[src/mksr_pkg.sv]
// mksr_pkg: shared constants and types for the MIDI keyboard split router
// depends on nothing; imported by mksr_hold_mem, midi_keyboard_split_router and the bench
`default_nettype none

package mksr_pkg;

  // fixed sizes
  localparam int NOTE_RANGE = 128;
  localparam int NOTE_BITS  = $clog2(NOTE_RANGE);
  localparam int TOTAL_BITS = 8;
  localparam int COUNT_BITS_DEF = 8;

  // request opcodes
  localparam logic OP_MIDI  = 1'b0;
  localparam logic OP_CLEAR = 1'b1;

  // MIDI message types (upper nibble of status)
  localparam logic [3:0] MSG_NOTE_ON  = 4'h9;
  localparam logic [3:0] MSG_NOTE_OFF = 4'h8;

  // result route codes
  localparam logic [1:0] ROUTE_NONE   = 2'd0;
  localparam logic [1:0] ROUTE_CHORD  = 2'd1;
  localparam logic [1:0] ROUTE_MELODY = 2'd2;

  // sync event codes
  localparam logic [1:0] SYNC_NONE  = 2'd0;
  localparam logic [1:0] SYNC_START = 2'd1;
  localparam logic [1:0] SYNC_STOP  = 2'd2;

  // configuration register indexes
  localparam logic [1:0] CFG_SPLIT_NOTE = 2'd0;
  localparam logic [1:0] CFG_FULL_KBD   = 2'd1;
  localparam logic [1:0] CFG_STOP_REL   = 2'd2;

  // write request into the hold counter store
  typedef struct packed {
    logic                 chord_we;
    logic                 melody_we;
    logic                 clear;
    logic [NOTE_BITS-1:0] addr;
  } mksr_wr_t;

endpackage

`default_nettype wire

[src/mksr_hold_mem.sv]
// mksr_hold_mem: per-note hold counters for the chord and melody zones
// depends on mksr_pkg; one memory per zone plus per-entry valid bits
`default_nettype none

module mksr_hold_mem
  import mksr_pkg::*;
#(
  parameter int COUNT_BITS = COUNT_BITS_DEF
) (
  input  wire                   clk,
  input  wire                   rst_n,
  input  wire  [NOTE_BITS-1:0]  rd_addr,
  input  wire  mksr_wr_t        wr,
  input  wire  [COUNT_BITS-1:0] wr_data,
  output logic [COUNT_BITS-1:0] chord_cnt,
  output logic [COUNT_BITS-1:0] melody_cnt
);

  logic [COUNT_BITS-1:0] chord_mem  [NOTE_RANGE];
  logic [COUNT_BITS-1:0] melody_mem [NOTE_RANGE];
  logic [NOTE_RANGE-1:0] chord_vld_r;
  logic [NOTE_RANGE-1:0] melody_vld_r;
  logic [COUNT_BITS-1:0] chord_rd_r;
  logic [COUNT_BITS-1:0] melody_rd_r;
  logic [COUNT_BITS-1:0] fwd_data_r;
  logic                  chord_hit_r;
  logic                  melody_hit_r;
  logic [NOTE_BITS-1:0]  addr_r;

  // memory write and registered read
  always_ff @(posedge clk) begin
    if (wr.chord_we) begin
      chord_mem[wr.addr] <= wr_data;
    end
    if (wr.melody_we) begin
      melody_mem[wr.addr] <= wr_data;
    end
    chord_rd_r  <= chord_mem[rd_addr];
    melody_rd_r <= melody_mem[rd_addr];
  end

  // bypass for a read that meets a write to the same note
  always_ff @(posedge clk) begin
    addr_r       <= rd_addr;
    fwd_data_r   <= wr_data;
    chord_hit_r  <= wr.chord_we && (wr.addr == rd_addr);
    melody_hit_r <= wr.melody_we && (wr.addr == rd_addr);
  end

  // valid bits: reset and clear empty every entry at once
  always_ff @(posedge clk) begin
    if (!rst_n || wr.clear) begin
      chord_vld_r  <= '0;
      melody_vld_r <= '0;
    end else begin
      if (wr.chord_we) begin
        chord_vld_r[wr.addr] <= 1'b1;
      end
      if (wr.melody_we) begin
        melody_vld_r[wr.addr] <= 1'b1;
      end
    end
  end

  // effective counts; an entry never written reads as zero
  always_comb begin
    chord_cnt  = '0;
    melody_cnt = '0;
    if (chord_vld_r[addr_r]) begin
      chord_cnt = chord_hit_r ? fwd_data_r : chord_rd_r;
    end
    if (melody_vld_r[addr_r]) begin
      melody_cnt = melody_hit_r ? fwd_data_r : melody_rd_r;
    end
  end

endmodule

`default_nettype wire

[src/midi_keyboard_split_router.sv]
// midi_keyboard_split_router: top level, request decode, zone routing and sync tracking
// depends on mksr_pkg and mksr_hold_mem
//
//   channel   ports                                     handshake
//   request   start, busy, in_*                         start && !busy
//   result    out_valid, out_*                          one-cycle strobe, no stall
//   config    cfg_valid, cfg_ready, cfg_index, cfg_data cfg_valid && cfg_ready
//
// a request is accepted in any cycle; the input registers and the registered memory read load
// at the accept edge, and the result register loads at the next edge
// the input stage reads both zone counter memories, and the update stage then writes the
// counters and the result register, so the registered memory read sets when results appear
// busy and cfg_ready stay constant; a clear request empties all counters at once
// synchronous active-low reset restores config defaults and empties every counter
`default_nettype none

module midi_keyboard_split_router
  import mksr_pkg::*;
#(
  parameter int COUNT_BITS = COUNT_BITS_DEF
) (
  input  wire        clk,
  input  wire        rst_n,
  input  wire        start,
  output logic       busy,
  input  wire        in_opcode,
  input  wire  [7:0] in_status_byte,
  input  wire  [7:0] in_first_data,
  input  wire  [7:0] in_second_data,
  output logic       out_valid,
  output logic [1:0] out_route,
  output logic [7:0] out_status,
  output logic [7:0] out_first,
  output logic [7:0] out_second,
  output logic       out_note_held,
  output logic [7:0] out_chord_notes_held,
  output logic       out_count_changed,
  output logic [1:0] out_sync_event,
  input  wire        cfg_valid,
  output logic       cfg_ready,
  input  wire  [1:0] cfg_index,
  input  wire  [7:0] cfg_data
);

  localparam logic [COUNT_BITS-1:0] CNT_MAX = {COUNT_BITS{1'b1}};

  // config registers
  logic [6:0] split_r;
  logic       full_kbd_r;
  logic       stop_rel_r;

  // stage one registers
  logic       s1_vld_r;
  logic       s1_op_r;
  logic [7:0] s1_status_r;
  logic [7:0] s1_first_r;
  logic [7:0] s1_second_r;

  // block state
  logic [TOTAL_BITS-1:0] total_r;
  logic [TOTAL_BITS-1:0] total_nxt;
  logic                  sync_r;
  logic                  sync_nxt;

  // stage two combinational results
  logic [COUNT_BITS-1:0] chord_cnt;
  logic [COUNT_BITS-1:0] melody_cnt;
  logic [COUNT_BITS-1:0] cnt;
  logic [COUNT_BITS-1:0] cnt_new;
  logic [6:0]            note;
  logic [6:0]            vel;
  logic [3:0]            msg_type;
  logic                  is_note;
  logic                  is_chord;
  logic                  note_on;
  logic [1:0]            route_nxt;
  logic [7:0]            status_nxt;
  logic [7:0]            first_nxt;
  logic [7:0]            second_nxt;
  logic                  held_nxt;
  logic [1:0]            sync_ev_nxt;
  logic                  stop_hit;
  mksr_wr_t              wr;

  assign busy      = 1'b0;
  assign cfg_ready = 1'b1;

  // config writes
  always_ff @(posedge clk) begin
    if (!rst_n) begin
      split_r    <= 7'd60;
      full_kbd_r <= 1'b0;
      stop_rel_r <= 1'b0;
    end else if (cfg_valid && cfg_ready) begin
      case (cfg_index)
        CFG_SPLIT_NOTE: split_r    <= cfg_data[6:0];
        CFG_FULL_KBD:   full_kbd_r <= cfg_data[0];
        CFG_STOP_REL:   stop_rel_r <= cfg_data[0];
        default: ;
      endcase
    end
  end

  // input register
  always_ff @(posedge clk) begin
    if (!rst_n) begin
      s1_vld_r <= 1'b0;
    end else begin
      s1_vld_r <= start && !busy;
    end
    s1_op_r     <= in_opcode;
    s1_status_r <= in_status_byte;
    s1_first_r  <= in_first_data;
    s1_second_r <= in_second_data;
  end

  mksr_hold_mem #(
    .COUNT_BITS (COUNT_BITS)
  ) u_hold_mem (
    .clk        (clk),
    .rst_n      (rst_n),
    .rd_addr    (in_first_data[NOTE_BITS-1:0]),
    .wr         (wr),
    .wr_data    (cnt_new),
    .chord_cnt  (chord_cnt),
    .melody_cnt (melody_cnt)
  );

  // decode and zone select
  assign msg_type = s1_status_r[7:4];
  assign note     = s1_first_r[6:0];
  assign vel      = s1_second_r[6:0];
  assign is_note  = (msg_type == MSG_NOTE_ON) || (msg_type == MSG_NOTE_OFF);
  assign is_chord = (note <= split_r) || full_kbd_r;
  assign note_on  = (msg_type == MSG_NOTE_ON) && (vel != 7'd0);
  assign cnt      = is_chord ? chord_cnt : melody_cnt;

  // counter update, held total and sync tracking
  always_comb begin
    route_nxt   = ROUTE_NONE;
    status_nxt  = 8'd0;
    first_nxt   = 8'd0;
    second_nxt  = 8'd0;
    held_nxt    = 1'b0;
    sync_ev_nxt = SYNC_NONE;
    total_nxt   = total_r;
    sync_nxt    = sync_r;
    cnt_new     = cnt;
    wr          = '{chord_we: 1'b0, melody_we: 1'b0, clear: 1'b0, addr: note};
    stop_hit    = 1'b0;

    if (s1_vld_r) begin
      if (s1_op_r == OP_CLEAR) begin
        wr.clear  = 1'b1;
        total_nxt = '0;
        stop_hit  = 1'b1;
      end else if (!is_note) begin
        status_nxt = s1_status_r;
        first_nxt  = s1_first_r;
        second_nxt = s1_second_r;
      end else begin
        route_nxt    = is_chord ? ROUTE_CHORD : ROUTE_MELODY;
        status_nxt   = s1_status_r;
        first_nxt    = {1'b0, note};
        second_nxt   = {1'b0, vel};
        wr.chord_we  = is_chord;
        wr.melody_we = !is_chord;
        if (note_on) begin
          if (cnt == '0 && is_chord) begin
            total_nxt = total_r + TOTAL_BITS'(1);
          end
          if (cnt != CNT_MAX) begin
            cnt_new = cnt + COUNT_BITS'(1);
          end
          // first chord note held starts sync
          if (total_r == '0 && total_nxt != '0 && !sync_r) begin
            sync_nxt    = 1'b1;
            sync_ev_nxt = SYNC_START;
          end
        end else begin
          if (cnt != '0) begin
            cnt_new = cnt - COUNT_BITS'(1);
            if (cnt_new == '0 && is_chord && total_r != '0) begin
              total_nxt = total_r - TOTAL_BITS'(1);
            end
          end
          stop_hit = 1'b1;
        end
        held_nxt = (cnt_new != '0);
      end
      // last chord note released, or a clear, stops sync when stop on release is set
      if (stop_hit && stop_rel_r && total_r != '0 && total_nxt == '0 && sync_r) begin
        sync_nxt    = 1'b0;
        sync_ev_nxt = SYNC_STOP;
      end
    end
  end

  // state and result register
  always_ff @(posedge clk) begin
    if (!rst_n) begin
      total_r   <= '0;
      sync_r    <= 1'b0;
      out_valid <= 1'b0;
    end else begin
      total_r   <= total_nxt;
      sync_r    <= sync_nxt;
      out_valid <= s1_vld_r;
    end
    out_route            <= route_nxt;
    out_status           <= status_nxt;
    out_first            <= first_nxt;
    out_second           <= second_nxt;
    out_note_held        <= held_nxt;
    out_chord_notes_held <= total_nxt;
    out_count_changed    <= (total_nxt != total_r);
    out_sync_event       <= sync_ev_nxt;
  end

`ifndef SYNTH
  // held total can never exceed the number of notes
  a_total_range: assert property (@(posedge clk) disable iff (!rst_n)
    out_valid |-> (out_chord_notes_held <= TOTAL_BITS'(NOTE_RANGE)))
    else $error("chord_notes_held above note range");

  // a sync start always comes with a count change to nonzero
  a_start_count: assert property (@(posedge clk) disable iff (!rst_n)
    out_valid && (out_sync_event == SYNC_START) |->
      out_count_changed && (out_chord_notes_held != 8'd0))
    else $error("sync start without count change");

  // a sync stop leaves no chord note held
  a_stop_empty: assert property (@(posedge clk) disable iff (!rst_n)
    out_valid && (out_sync_event == SYNC_STOP) |-> (out_chord_notes_held == 8'd0))
    else $error("sync stop with notes held");

  // routed notes carry masked data bytes
  a_note_mask: assert property (@(posedge clk) disable iff (!rst_n)
    out_valid && (out_route != ROUTE_NONE) |-> !out_first[7] && !out_second[7])
    else $error("routed note data not masked");
`endif

endmodule

`default_nettype wire

[config.mk]
export PLATFORM = sky130hd
export DESIGN_NAME = midi_keyboard_split_router
export DESIGN_NICKNAME = d
export VERILOG_FILES = /design/src/mksr_pkg.sv /design/src/mksr_hold_mem.sv /design/src/midi_keyboard_split_router.sv
export SDC_FILE = /design/constraint.sdc
export NUM_CORES = 2
export LEC_CHECK = 0
export BUFFER_PORTS_ARGS = -buffer_cell sky130_fd_sc_hd__buf_2
export CORE_MARGIN = 2
export CORE_UTILIZATION = 30
export DETAILED_ROUTE_END_ITERATION = 16
export GPL_TIMING_DRIVEN = 0
export MAX_ROUTING_LAYER = met4
export PLACE_DENSITY_LB_ADDON = 0.2
export RECOVER_POWER = 50
export SLEW_MARGIN = 20
export SYNTH_ARGS = -nofsm -noshare
export SYNTH_HDL_FRONTEND = slang
export SYNTH_HIERARCHICAL = 1
export SYNTH_SLANG_ARGS = --single-unit
[constraint.sdc]
create_clock -name clk -period 32.9 [get_ports clk]
set_input_delay 1.645 -clock clk [delete_from_list [all_inputs] [get_ports clk]]
set_output_delay 1.645 -clock clk [all_outputs]
set_load 0.005 [all_outputs]
# Word level (Yosys, flattened, before mapping)
# Memory sizes are Yosys's and may differ from the RTL's. A register that Yosys moved wholly into a read port is not among the register bits.
# Cells that the tools add are included.
[totals]
regBits = 356
ram_bits = 2048
inputBits = 39
output_inout_bits = 41
word_cells = 146
mem_count = 2
[memory_table]
columns = ["name", "depth", "width", "read_ports", "rd_clocked_by_memory_dff", "write_ports", "line_no", "rtl"]
rows = [
  ["u_hold_mem.chord_mem", 128, 8, 1, 1, 1, "mksr_hold_mem.sv:19", "logic [COUNT_BITS-1:0] chord_mem [NOTE_RANGE];"],
  ["u_hold_mem.melody_mem", 128, 8, 1, 1, 1, "mksr_hold_mem.sv:20", "logic [COUNT_BITS-1:0] melody_mem [NOTE_RANGE];"],
]
[op_classes]
add_sub_neg = 4
n_lt_le_gt_ge = 4
n_eq_ne = 8
muxes = 55
bitwise = 5
n_reduce_logical = 40
[op_table]
columns = ["op", "n"]
rows = [
  ["bitwise OR 128 bit", 2],
  ["2-to-1 mux 8 bit", 26],
  ["zero test 8 bit", 4],
  ["nonzero test 8 bit", 4],
  ["2-to-1 mux 1 bit", 21],
  ["adder 8 x 1 -> 8 bit (second input constant)", 2],
  ["< comparator 7 x 8 -> 1 bit (second input constant)", 2],
  ["subtractor 8 x 1 -> 8 bit (second input constant)", 2],
  ["binary-select mux 1 bit (select 7 bit)", 2],
  ["logical AND 1 bit", 13],
  ["== test 4 bit (second input constant)", 2],
  ["2-to-1 mux 2 bit", 4],
  ["!= test 8 bit", 1],
  ["!= test 8 bit (second input constant)", 1],
  ["demux 1 bit (select 7 bit)", 1],
  ["== test 7 bit", 1],
  [">= comparator 7 x 1 -> 1 bit (second input constant)", 1],
  ["less-or-equal comparator 7 bit", 1],
  ["nonzero test 7 bit", 1],
  ["AND reduction 2 bit", 3],
  ["nonzero test 2 bit", 3],
  ["OR reduction 3 bit", 2],
  ["AND reduction 5 bit", 1],
  ["OR reduction 5 bit", 1],
  ["other kinds (9)", 15],
]

# Logic depth before layout (Yosys ltp)
[depth]
depth_word = 20
depth_mapped = 21
depth_no_buf = 16

# Cells and area by module
# Netlist, hierarchy kept.
[by_module_without_submodules]
columns = ["module", "instances", "cells_each", "area_per_inst_um2", "seq_area_each_um2"]
rows = [
  ["mksr_hold_mem", 1, 4405, 89266.9, 67284.5],
  ["midi_keyboard_split_router", 1, 516, 4431.8, 1661.6],
]

# Worst setup path before layout
# OpenSTA, ideal clock, no wires.
[synth_path]
kind = "register -> register"
start = "register u_hold_mem.addr_r[0]"
end = "memory u_hold_mem/chord_mem[0][2] in the netlist's numbering (data pin)"
setup_ns = 2.195
arrival_ns = 12.104
required_ns = 30.705
setup_slack_ns = 18.601
path_stages_with_launch = 12
path_buffers = 3
period_less_slack_ns = 14.299
cell_sequence = "dfxtp_1 -> buf_6 -> buf_6 -> or3_1 -> o22ai_1 -> a211oi_2 -> a211oi_1 -> a221oi_2 -> a21oi_1 -> clkbuf_1 -> mux2i_1 -> o21ai_0"
[synth_between]
elab_chain_len = 13
elab_cells_between_ends = 20
cone_classes = "2 x add/sub; 1 x eq/ne; 16 x mux; 1 x reduce/logical"
[synth_lines]
columns = ["element", "line_no", "rtl"]
rows = [
  ["start, declared", "mksr_hold_mem.sv:28", "logic [NOTE_BITS-1:0] addr_r;"],
  ["start signal, assigned", "mksr_hold_mem.sv:44", "addr_r <= rd_addr;"],
  ["binary-select mux 1 bit (select 7 bit) *", "mksr_hold_mem.sv:72", "if (melody_vld_r[addr_r]) begin"],
  ["2-to-1 mux 1 bit (implied by the code) *", "mksr_hold_mem.sv:72", ""],
  ["2-to-1 mux 8 bit *", "mksr_hold_mem.sv:72", ""],
  ["named net melody_cnt[2]", "midi_keyboard_split_router.sv:67", "logic [COUNT_BITS-1:0] melody_cnt;"],
  ["2-to-1 mux 8 bit *", "midi_keyboard_split_router.sv:136", "assign cnt = is_chord ? chord_cnt : melody_cnt;"],
  ["subtractor 8 x 1 -> 8 bit, or another cell as far along", "midi_keyboard_split_router.sv:182", "cnt_new = cnt - COUNT_BITS'(1);"],
  ["2-to-1 mux 8 bit (on tied branches)", "midi_keyboard_split_router.sv:181, midi_keyboard_split_router.sv:172", ""],
  ["2-to-1 mux 8 bit", "midi_keyboard_split_router.sv:168", "if (note_on) begin"],
  ["2-to-1 mux 8 bit", "midi_keyboard_split_router.sv:157", "end else if (!is_note) begin"],
  ["2-to-1 mux 8 bit", "midi_keyboard_split_router.sv:153", "if (s1_op_r == OP_CLEAR) begin"],
  ["2-to-1 mux 8 bit", "midi_keyboard_split_router.sv:152", "if (s1_vld_r) begin"],
  ["2-to-1 mux 8 bit", "midi_keyboard_split_router.sv:157", ""],
  ["2-to-1 mux 8 bit", "midi_keyboard_split_router.sv:153", ""],
  ["2-to-1 mux 8 bit *", "midi_keyboard_split_router.sv:152", ""],
  ["named net cnt_new[2]", "midi_keyboard_split_router.sv:69", "logic [COUNT_BITS-1:0] cnt_new;"],
  ["end, declared", "mksr_hold_mem.sv:19", ""],
]
# Mark *: on every way through the listed nets, which the timed path passes. The rest lies on a longest branch. The select of a mux whose other input is x is not followed.

# Final worst setup path
[layout_path]
start = "register u_hold_mem.addr_r[1]"
end = "memory u_hold_mem/chord_mem[32][0] in the netlist's numbering (data pin)"
[layout_between]
elab_chain_len = 13
elab_cells_between_ends = 20
cone_classes = "2 x add/sub; 1 x eq/ne; 16 x mux; 1 x reduce/logical"
[layout_lines]
columns = ["element", "line_no"]
rows = [
  ["binary-select mux 1 bit (select 7 bit) *", "mksr_hold_mem.sv:72"],
  ["2-to-1 mux 1 bit (implied by the code) *", "mksr_hold_mem.sv:72"],
  ["2-to-1 mux 8 bit *", "mksr_hold_mem.sv:72"],
  ["named net melody_cnt[1]", "midi_keyboard_split_router.sv:67"],
  ["2-to-1 mux 8 bit *", "midi_keyboard_split_router.sv:136"],
  ["!= test 8 bit or nonzero test 8 bit (tied branches)", "midi_keyboard_split_router.sv:172, midi_keyboard_split_router.sv:181"],
  ["2-to-1 mux 8 bit (on tied branches)", "midi_keyboard_split_router.sv:172, midi_keyboard_split_router.sv:181"],
  ["2-to-1 mux 8 bit *", "midi_keyboard_split_router.sv:168"],
  ["2-to-1 mux 8 bit *", "midi_keyboard_split_router.sv:157"],
  ["2-to-1 mux 8 bit *", "midi_keyboard_split_router.sv:153"],
  ["2-to-1 mux 8 bit *", "midi_keyboard_split_router.sv:152"],
  ["2-to-1 mux 8 bit *", "midi_keyboard_split_router.sv:157"],
  ["2-to-1 mux 8 bit *", "midi_keyboard_split_router.sv:153"],
  ["2-to-1 mux 8 bit *", "midi_keyboard_split_router.sv:152"],
  ["named net cnt_new[0]", "midi_keyboard_split_router.sv:69"],
]
# Marked as above.

==> reports/summary.txt <==
# hold bufs at CTS = 0
register bit total from synthesis = 2,420
largest net degree at the start of global routing = 104
Critical Path RT = 33.63 ns
failing checks = capacitance limit, slew limit
1st-pass router iterations = 5
Die Wd = 563 µm
Unique masters post-synth = 86
syn_area_per_cell = 19.0 µm²
grt met3 use = 0.0313
met2 Resource Use GR = 0.284
clk slew on worst S/H paths = 0.06 ns
CTS sink count = 2,420
I/O pin total = 80
top post-synthesis cells by count = edfxtp_1, nor2_1, mux4_2
syn nets = 4,973
Placed Cells incl. Taps = 9,244
Max rail drop VDD = 49.6 µV
Max Slew Vio Count = 65
Inserted Clock Buffers = 248
via total after detailed routing = 50,600
Max Fclk = 112 MHz
fin nets = 5,408
storage element area = 0.0689 mm²
warnings from Yosys = 6
CTS tree = yes
detailed router's first-iteration violation count = 5,672
PortBufs = 76
Simple-Gate Fraction of Synth Area = 0.0475
Min Clock Period, post-route = 8.95 ns
Area contributors post-synth = edfxtp_1, mux4_2, dfxtp_1
post-route ant nets = 0
Tot GR Track Use = 0.192
post-route insts no fill = 9,707
wire per inst = 30.9 µm
worst skew pair latency = 0.93 ns
first-pass GRT wire length = 411,000 µm
Worst-Margin Slew = 1.61 ns
status = finished, violations left
share of the synthesized area in the top cell type = 0.656
Post-DP HPWL = 214,000 µm
multi-input logic area = 0.0234 mm²
mux cell area share after synthesis = 0.174
Setup crit start kind = register
Post-Synth Adder-Cell Area = 0.00174
Pwr Density = 60.3 mW/mm²
area grow syn2layout = 16.3%
Max clock buf depth = 4
cell chosen for the clock root = clkbuf_16
RSZ-0062 raised after global routing = false
Fin Setup TNS = 0 ns
largest family of logic cells by synthesized area = multiplexers
die area = 0.317 mm²
Rows = 205
# setup viols final = 0
Max-cap violations = 7
Post-Synth XOR/XNOR Area = 0.00168
compound-gate portion of the synthesized area = 0.0242
kind of critical path = register to register
Lkg Pwr = 34.5 nW
Data arrival, critical path = 9.69 ns
initial antenna violation count = 17
drt via density = 5.21
M1 GR Usage = 0.270
Setup Buffers After CTS = 0
number of global-route vias before repair = 50,000
# DRC = 0
hold crit path type = register to register
die span in y = 563 µm
ys async rst share = 0
Hold Vio Cnt, Final = 0
most frequent cell after synthesis = edfxtp_1
GR Overflow Total = 0
number of synthesized flops with an enable pin = 2,048
CTS H-tree lvls = 4
post-synthesis cell count = 4,921
Initial Util = 0.301
mapped cell area = 0.0937 mm²
top_reg_cell synth = edfxtp_1
Fillers = 29,300
routability congestion estimate = 0.951
Detailed Route WL = 300,000 µm
Setup crit end kind = register
sequential-to-total area share from yosys stat = 0.736
skew final = 0.0780 ns
share of cells above drive strength 1 = 0.238
GRT busiest layer = met2
Synth area leader = edfxtp_1
Slew HR = -0.0741
Core Region = 0.311 mm²
PostCTS Resize Cnt = 0
final period utilization = 0.272
worst-path fanout max = 19
-- metal layers --
layer | part of all wire | up-vias
met1 | 0.45 | 27500
met4 | 0.037 | 0
li1 | - | 20700
met5 | 0 | -
met3 | 0.071 | 487
met2 | 0.45 | 1997
-- worst paths after layout --
| kind | from | endpoint | slack [ns] | cells past startpoint |
|---|---|---|---|---|
| worst max-delay path | u_hold_mem/addr_r[1]$_DFF_P_ | u_hold_mem/chord_mem[32][0]$_DFFE_PP_ | 23.95 | 25 |
| worst min register to register | s1_second_r[5]$_DFF_P_ | out_second[5]$_SDFF_PP0_ | 0.41 | 1 |
| worst max register to register | u_hold_mem/addr_r[1]$_DFF_P_ | u_hold_mem/chord_mem[32][0]$_DFFE_PP_ | 23.95 | 25 |
| worst min-delay path | s1_second_r[5]$_DFF_P_ | out_second[5]$_SDFF_PP0_ | 0.41 | 1 |
-- layout make-up --
type / count / area share
inverters: 22 / 0.000758
flip-flops and latches: 2420 / 0.633
repair buffers: 185 / 0.0219
plain buffers: 288 / 0.0125
diodes: 12 / 0.000276
well taps: 4140 / 0.0475
clock inverters: 110 / 0.00799
clock buffers: 339 / 0.0615
multi-input cells: 2191 / 0.215
-- critical path: stages (launching register included) --
cell,delay [ns]
dfxtp_1,0.31
buf_2,0.28
buf_2,0.56
mux2i_1,0.36
o22ai_1,0.12
a211oi_1,0.91
a211oi_1,0.21
a221oi_2,0.86
a21oi_1,0.56
mux2i_1,0.59
ha_1,0.31
clkbuf_1,0.37
inv_1,0.21
nor4b_1,0.39
o211a_1,0.27
a21oi_1,0.14
nand2_1,0.29
a21oi_1,0.13
xnor2_2,0.44
buf_6,0.25
buf_6,0.17
buf_6,0.20
buf_8,0.18
buf_6,0.20
buf_6,0.21
buf_6,0.19
-- power breakdown --
group	internal (mW)	leakage (nW)	switching, mW
combinational	0.175	8.91	0.323
sequential	3.39	21.9	0.00657
clock	1.49	3.69	1.19
-- logic make-up (layout without fill, tap and decap cells) --
group                    count (synthesis)  after routing
AO/OA/AOI/OAI                          316            316
XOR/XNOR                                18             18
adder cells (fa/ha/maj)                 13             13
buffers and inverters                  310            944
flip-flops                            2420           2420
multiplexers                           799            799
other                                    2             14
AND/OR/NAND/NOR                       1043           1043
-- metrics by stage --
step | power [mW] | area, µm² | hold WS (ns) | util | worst slack (ns)
2_1_floorplan | 3.74 | 93700 | 0.404 | - | 18.60
4_1_cts | 6.63 | 109000 | 0.413 | 0.352 | 24.28
6_report | 6.57 | 109000 | 0.410 | 0.350 | 23.95
3_5_place_dp | 3.96 | 102000 | 0.416 | 0.327 | 24.28
3_3_place_gp | 3.99 | 99300 | 0.412 | 0.319 | 1.50
5_1_grt | 6.77 | 109000 | 0.441 | 0.350 | 23.77
-- sequential cells by signal, summed over array words and instances, names as in the netlist, 2 cells and up --
name / count
out_route: 2
out_status: 8
u_hold_mem/fwd_data_r: 8
total_r: 8
out_second: 8
split_r: 7
out_sync_event: 2
u_hold_mem/melody_vld_r: 128
s1_status_r: 8
u_hold_mem/melody_mem: 1024
s1_first_r: 8
out_first: 8
u_hold_mem/chord_rd_r: 8
u_hold_mem/addr_r: 7
u_hold_mem/chord_vld_r: 128
s1_second_r: 8
u_hold_mem/chord_mem: 1024
out_chord_notes_held: 8
u_hold_mem/melody_rd_r: 8
-- placed cells by master (no fill, tap or decap), types with 23 or more instances in the layout --
cell type and count:
buf_6 41, a21oi_1 61, mux2i_1 103, clkbuf_1 269
mux2_2 36, nand2_1 77, buf_16 51, nor3_1 26
o22ai_1 62, nor2b_1 23, nand3_1 28, clkinv_2 38
a22oi_1 45, clkbuf_16 248, nor2_1 762, edfxtp_1 2048
dfxtp_1 372, a211oi_1 35, o21ba_2 25, buf_2 118
mux4_2 648, clkinv_1 49, and2_1 24
Note: power is estimated with default switching activity, not from simulation.
